### config.mk
export PLATFORM = sky130hd
export DESIGN_NAME = qpr_queue
export DESIGN_NICKNAME = d
export VERILOG_FILES = /design/src/sv/qpr_pkg.sv /design/src/sv/qpr_queue.sv
export SDC_FILE = /design/constraint.sdc
export NUM_CORES = 1
export LEC_CHECK = 0
export BUFFER_PORTS_ARGS = -buffer_cell sky130_fd_sc_hd__buf_4
export CELL_PAD_IN_SITES_DETAIL_PLACEMENT = 0
export CELL_PAD_IN_SITES_GLOBAL_PLACEMENT = 1
export CORE_ASPECT_RATIO = 1.2
export CORE_UTILIZATION = 54
export CTS_CLUSTER_DIAMETER = 50
export DETAILED_ROUTE_END_ITERATION = 8
export PLACE_DENSITY_LB_ADDON = 0.1
export SKIP_LAST_GASP = 1
export SLEW_MARGIN = 20
export SYNTH_ARGS = -nofsm -noshare
export SYNTH_HDL_FRONTEND = slang
export SYNTH_SLANG_ARGS = --single-unit
export TNS_END_PERCENT = 30
### constraint.sdc
create_clock -name clk -period 12.2 [get_ports clk]
set_input_delay 0.61 -clock clk [delete_from_list [all_inputs] [get_ports clk]]
set_output_delay 0.61 -clock clk [all_outputs]
set_load 0.02 [all_outputs]
### src/sv/qpr_pkg.sv
// Shared types and constants for the quaternion point rotation core.
// Field formats, derived datapath widths, item structs and queue status.
// No dependencies.
package qpr_pkg;

    // Item field formats: quaternion is signed Q1.14 and the point is signed Q16.16.
    localparam int QUAT_WIDTH     = 16;
    localparam int QUAT_FRAC_BITS = 14;
    localparam int POINT_WIDTH    = 32;

    // Guard bits on the length, and the fraction of the normalized conjugate.
    localparam int NORM_GUARD = 8;
    localparam int B_FRAC     = QUAT_FRAC_BITS + 8;

    // Front half: a = q*v and the sum of squares.
    localparam int PROD_W    = QUAT_WIDTH + POINT_WIDTH;
    localparam int ASUM_W    = PROD_W + 2;
    localparam int A_W       = ASUM_W + 1 - QUAT_FRAC_BITS;
    localparam int SQ_PROD_W = 2 * QUAT_WIDTH;
    localparam int SUMSQ_W   = SQ_PROD_W + 1;

    // Square root of sumsq * 2^(2*NORM_GUARD).
    localparam int RAD_W  = SUMSQ_W + 2 * NORM_GUARD;
    localparam int ROOT_W = (RAD_W + 1) / 2;

    // Division of the conjugate magnitude by the length.
    localparam int MAG_W  = QUAT_WIDTH;
    localparam int NUM_SH = B_FRAC + NORM_GUARD;
    localparam int DIV_Q  = B_FRAC + 1;
    localparam int DVD_W  = MAG_W + NUM_SH + 1;
    localparam int B_W    = B_FRAC + 2;

    // Second Hamilton product and final rounding.
    localparam int RPROD_W = A_W + B_W;
    localparam int RSUM_W  = RPROD_W + 2;
    localparam int RSH_W   = RSUM_W + 1 - B_FRAC;

    // Queue between the front and back halves.
    localparam int QUEUE_DEPTH = 4;
    localparam int QPTR_W      = $clog2(QUEUE_DEPTH);

    // Component order used on all internal lanes.
    localparam int LANE_X = 0;
    localparam int LANE_Y = 1;
    localparam int LANE_Z = 2;
    localparam int LANE_W = 3;

    typedef struct packed {
        logic signed [QUAT_WIDTH-1:0]  quat_x;
        logic signed [QUAT_WIDTH-1:0]  quat_y;
        logic signed [QUAT_WIDTH-1:0]  quat_z;
        logic signed [QUAT_WIDTH-1:0]  quat_w;
        logic signed [POINT_WIDTH-1:0] point_x;
        logic signed [POINT_WIDTH-1:0] point_y;
        logic signed [POINT_WIDTH-1:0] point_z;
    } qpr_in_t;

    typedef struct packed {
        logic signed [POINT_WIDTH-1:0] out_x;
        logic signed [POINT_WIDTH-1:0] out_y;
        logic signed [POINT_WIDTH-1:0] out_z;
        logic signed [POINT_WIDTH-1:0] out_w;
        logic                          zero_length;
        logic                          overflow;
    } qpr_out_t;

    // What travels alongside the length and division pipelines.
    typedef struct packed {
        logic [3:0][A_W-1:0]   a;       // q*v, signed, fraction of the point
        logic [3:0]            c_neg;   // sign of each conjugate component
        logic [3:0][MAG_W-1:0] c_mag;   // magnitude of each conjugate component
        logic                  zero;    // quaternion is all zero
    } qpr_carry_t;

    typedef struct packed {
        qpr_carry_t           carry;
        logic [SUMSQ_W-1:0]   sumsq;
    } qpr_front_t;

    typedef struct packed {
        logic full;
        logic empty;
    } qpr_qstat_t;

endpackage

### src/sv/qpr_queue.sv
// Short item queue that decouples the front half from the back half.
// Register array with one read port at the head. Depends on qpr_pkg.
module qpr_queue
    import qpr_pkg::*;
(
    input  logic       clk,
    input  logic       rst_n,
    input  logic       push,
    input  qpr_front_t push_item,
    input  logic       pop,
    output qpr_front_t head,
    output qpr_qstat_t qstat
);

    qpr_front_t          mem_reg [0:QUEUE_DEPTH-1];
    logic [QPTR_W-1:0]   wr_ptr_reg;
    logic [QPTR_W-1:0]   rd_ptr_reg;
    logic [QPTR_W:0]     count_reg;

    assign qstat.full  = (count_reg == (QPTR_W + 1)'(QUEUE_DEPTH));
    assign qstat.empty = (count_reg == '0);
    assign head        = mem_reg[rd_ptr_reg];

    // Pointers and fill count
    always_ff @(posedge clk or negedge rst_n)
    begin
        if (!rst_n)
        begin
            wr_ptr_reg <= '0;
            rd_ptr_reg <= '0;
            count_reg  <= '0;
        end
        else
        begin
            if (push)
            begin
                wr_ptr_reg <= (wr_ptr_reg == QPTR_W'(QUEUE_DEPTH - 1)) ? '0 : wr_ptr_reg + 1'b1;
            end
            if (pop)
            begin
                rd_ptr_reg <= (rd_ptr_reg == QPTR_W'(QUEUE_DEPTH - 1)) ? '0 : rd_ptr_reg + 1'b1;
            end
            if (push && !pop)
            begin
                count_reg <= count_reg + 1'b1;
            end
            else if (pop && !push)
            begin
                count_reg <= count_reg - 1'b1;
            end
        end
    end

    // Storage
    always_ff @(posedge clk)
    begin
        if (push)
        begin
            mem_reg[wr_ptr_reg] <= push_item;
        end
    end

    a_no_push_full: assert property (@(posedge clk) disable iff (!rst_n)
        push |-> !qstat.full)
        else $error("item pushed into a full queue");

    a_no_pop_empty: assert property (@(posedge clk) disable iff (!rst_n)
        pop |-> !qstat.empty)
        else $error("item popped from an empty queue");

    a_count_range: assert property (@(posedge clk) disable iff (!rst_n)
        count_reg <= (QPTR_W + 1)'(QUEUE_DEPTH))
        else $error("queue count beyond depth");

endmodule

Word-level counts from Yosys, hierarchy flattened
Memories as Yosys holds them, arrays and structs flattened. Index checks and enable logic that the tools add are counted.

Flip-flop bits (word level): 7. RAM bits: 1000. Input port bits: 254. Output and inout port bits: 252. Logic and storage cells: 23. Memories kept: 1.

Add/subtract/negate cells: 4. Eq/ne operators: 3. Mux-type cells: 6. Reduce and logical (&&, ||, !) cells: 6.

Memories: mem_reg (depth 4, bits a word 250, read ports 1, clocked after Yosys merged registers in 0, wr ports 1, line qpr_queue.sv:15) `qpr_front_t mem_reg [0:QUEUE_DEPTH-1];`.

Operator list (count): $mux 3 (2); $add 2x1->2 const B (2); $eq 2x2->1 const B (2); $mux 2 (2); $add 3x1->3 const B (1); $eq 3x3->1 const B (1); $logic_not 3->1 (1); $sub 3x1->3 const B (1); $logic_and 1x1->1 (2); $logic_not 1->1 (2); $mux 1 (2); $reduce_bool 2->1 (1).

Logic depth before layout (Yosys ltp)
Word-level depth: 4. Gate-level depth with buffers: 7. Depth with buffers taken out: 7.

Least setup slack after synthesis
OpenSTA, ideal clock, no wires.

Path kind: reg2reg. Start: reg wr_ptr_reg[0]. End: mem mem_reg[0][0] (netlist name) (enable). Arrival: 6292 ps. Data required time: 11559 ps. Slack: 5267 ps. Cell stages (with the launch flop): 4. Buffers on the path: 0. Path through: dfrtp_1 -> inv_1 -> ha_1 -> and2_1.

RTL lines: start, declared (line qpr_queue.sv:16) `logic [QPTR_W-1:0] wr_ptr_reg;`; start signal, assigned (line qpr_queue.sv:37) `wr_ptr_reg <= (wr_ptr_reg == QPTR_W'(QUEUE_DEPTH - 1)) ? '0 : wr_ptr_reg + 1'b1;`; end, declared (line qpr_queue.sv:15).

Straight into the memory's write port.

==> summary.md <==
| Metric | Value |
|---|---|
| Worst-Margin Slew | `1.10 ns` |
| Met3 global-route usage | `8.20%` |
| Hold Crit Depth | `1` |
| Post-Route WL | `73.6 mm` |
| Crit Path Max Fanout | `66` |
| IO Port Bufs | `505` |
| Cts repair resizes | `0` |
| Final #Nets | `2168` |
| CTS Root Buffer Type | `clkbuf_16` |
| Rel. slew slack | `27.0%` |
| P&R area growth vs syn | `21.5%` |
| Most common cell after layout, fill and taps aside | `edfxtp_1` |
| Syn avg cell area | `27.2 sq um` |
| IO Count | `506` |
| Cts bufs inserted | `98` |
| Cell variety after synth | `18` |
| Type of destination of the critical path | `output pin` |
| Worst hold path class | `in2reg` |
| Fin crit share | `36.6%` |
| Post-route DRC violation count | `0` |
| Met1 Track Usage GR | `27.7%` |
| 1st-iter DRT viols | `863` |
| Final hold vios | `0` |
| Worst R2R Setup Slack | `9.51 ns` |
| CTS Sinks | `1007` |
| Max_cap viols | `0` |
| Pwr dens | `251 nW/um^2` |
| Detailed placement HPWL | `44.2 mm` |
| Sw Pwr | `0.00343 W` |
| Die W | `239 um` |
| Yosys Warn Count | `0` |
| Top Usage Layer GRT | `met2` |
| Initial antenna violation count | `12` |
| Routed vias | `16100` |
| Filler Cell Count | `4401` |
| R2R depth | `4` |
| Hold Slack | `0.165 ns` |
| Post-CTS setup buffer count | `0` |
| Top area cells in the synthesized netlist | `edfxtp_1, mux4_2, buf_6, dfrtp_1, buf_2` |
| Cell taking the most area after synthesis | `edfxtp_1` |
| R2R Path End | `mem_reg[1][0]` |
| Outcome | `finished, final reports clean` |
| Routability cong. | `0.753` |
| Net Sw Frac | `30.9%` |
| Die ar. | `68600 sq um` |
| CP startpoint kind | `flip-flop` |
| Crit Path Class | `reg2out` |
| Total gr overflow | `0` |
| Clock Latency Late Sink | `0.64 ns` |
| Initial Utilization | `54.5%` |
| First-pass GRT wire length | `108 mm` |
| RR Startpoint | `wr_ptr_reg[1]` |
| LEAKAGE | `15.0 nW` |
| Worst-path clk slew | `0.06 ns` |
| CP Cell Sequence | `buf_4, buf_4, mux4_2, buf_4` |
| Hold wc startpoint | `push_item[182]` |
| Post-synthesis sequential area ratio | `82.8%` |
| Max-slew violations | `0` |
| Fmax | `224 MHz` |
| Tmin final | `4.46 ns` |
| Synth Instances | `1343` |
| Clock power share | `26.1%` |
| GR Util met2 | `35.0%` |
| FF+latch count, synth | `1007` |
| Pre-antenna DRT Iters | `5` |
| Crit-path most repeated cell | `buf_4` |
| Critical-path top delay cell | `buf_4` |
| Largest register FFs | `1000` |
| Overall global routing resource usage | `21.7%` |
| Share of the synthesized area in the top cell type | `82.3%` |
| Mapped cell area | `36500 sq um` |
| Core box area | `66900 sq um` |
| Setup-failing EPs final | `0` |
| Arr. time, crit path | `3.85 ns` |
| Setup TNS | `0 ns` |
| Critical Path Max Stage Delay | `0.89 ns` |
| Register area | `30200 sq um` |
| Total number of H-tree levels | `3` |
| Antenna Violating Nets Remaining | `0` |
| Vias in the first global route | `17000` |
| Layout cells sized above 1 | `46.3%` |
| Comb power frac | `32.4%` |
| WP data required | `11.59 ns` |
| Area of the multi-input gates | `5860 sq um` |
| Total power | `0.0111 W` |
| Synth Net Count | `1604` |
| Largest net degree at the start of global routing | `160` |
| VDD IR max | `0.319 mV` |
| Seq pwr share | `41.5%` |
| Vert. Die Dim | `287 um` |
| Hold EP | `mem_reg[1][182]` |
| Vias/cell | `5.59` |
| Clock Skew | `0.0210 ns` |
| Most frequent cells in the layout | `edfxtp_1, buf_4, mux4_2, clkbuf_16, clkinv_1` |
| Cell Rows | `104` |
| TritonCTS clock tree | `yes` |
| Avg WL per Cell | `25.5 um` |
| Max Root-Sink Buffers | `3` |
| RSZ-0062 raised after global routing | `false` |
| P_int | `0.00768 W` |
==> how the worst max path moves through the flow <==
stage | from | slack, ns | end | depth (start not counted)
5_1_grt | rd_ptr_reg[1] | 7.55 | head[116] | 4
6_report | rd_ptr_reg[1] | 7.74 | head[88] | 4
4_1_cts | rd_ptr_reg[1] | 7.58 | head[116] | 4
2_1_floorplan | wr_ptr_reg[0] | 5.27 | mem_reg[0][0] | 3
3_3_place_gp | rd_ptr_reg[1] | 8.27 | head[116] | 4
3_5_place_dp | rd_ptr_reg[1] | 8.27 | head[116] | 4
==> kinds of logic after synthesis <==
logic type | Yosys count | synth area share (%)
AOI/OAI and AO/OA | 2 | 0.0274
xor gates and xnor gates | 3 | 0.0720
adders and majority gates | 7 | 0.261
buffers and inverters | 60 | 1.15
DFF | 1007 | 82.8
muxes | 253 | 15.5
and+or+nand+nor | 11 | 0.154
==> repair_timing <==
item | in CTS | in global routing
hold buffers | 1 | 0
hold endpoints to repair | 7 | 0
endpoints found under the setup margin | 0 | 0
==> cell type report <==
type	count	share of cell area (%)
repair buffers	520	8.98
well taps	901	2.54
clock buffers	115	5.82
multi-input cells	276	13.2
inverters	4	0.0339
flip-flops and latches	1007	68.1
diodes	5	0.0282
clock inverters	59	1.23
==> worst max-delay path, delay by kind of cell, from the launching register on <==
family	cells	cell delay (ns)
buffers and inverters	3	1.88
DFF	1	0.77
muxes	1	0.44
==> cell usage after synthesis <==
| master | instances |
|---|---|
| and2_1 | 4 |
| fa_1 | 1 |
| inv_1 | 4 |
| nor3b_1 | 1 |
| buf_6 | 21 |
| xnor2_1 | 1 |
| clkbuf_1 | 6 |
| dfrtp_1 | 7 |
| ha_1 | 6 |
| xor2_1 | 2 |
| mux2_2 | 3 |
| mux4_2 | 250 |
| nor3_1 | 1 |
| nor2_1 | 3 |
| o21ai_0 | 2 |
| edfxtp_1 | 1000 |
| buf_2 | 29 |
| nand2_1 | 2 |
==> through the flow <==
stage,cell area (sq um),utilization (%),setup WS (ns),std cells
floorplan,36500,-,5.27,1343
global placement,41200,61.6,8.27,2707
detailed placement,41200,61.6,8.27,2707
CTS,44300,66.3,7.58,2882
global route,44300,66.3,7.55,2883
finish,44300,66.3,7.74,2887
==> power groups by stage <==
| stage | Combinational, W | Clock, W | Sequential, W |
|---|---|---|---|
| finish | 0.00360 | 0.00289 | 0.00461 |
| global placement | 0.00368 | 0 | 0.00467 |
| detailed placement | 0.00368 | 0 | 0.00470 |
| floorplan | 0.00233 | 0 | 0.00473 |
| CTS | 0.00369 | 0.00297 | 0.00462 |
| global route | 0.00381 | 0.00309 | 0.00467 |
==> per-layer routing <==
layer  wire length, um  share of wire (%)
met5               112               0.15
met1             27600                 38
met2             37100                 50
met4              1500                2.0
met3              7280                9.9
(Power assumes the default switching activity.)
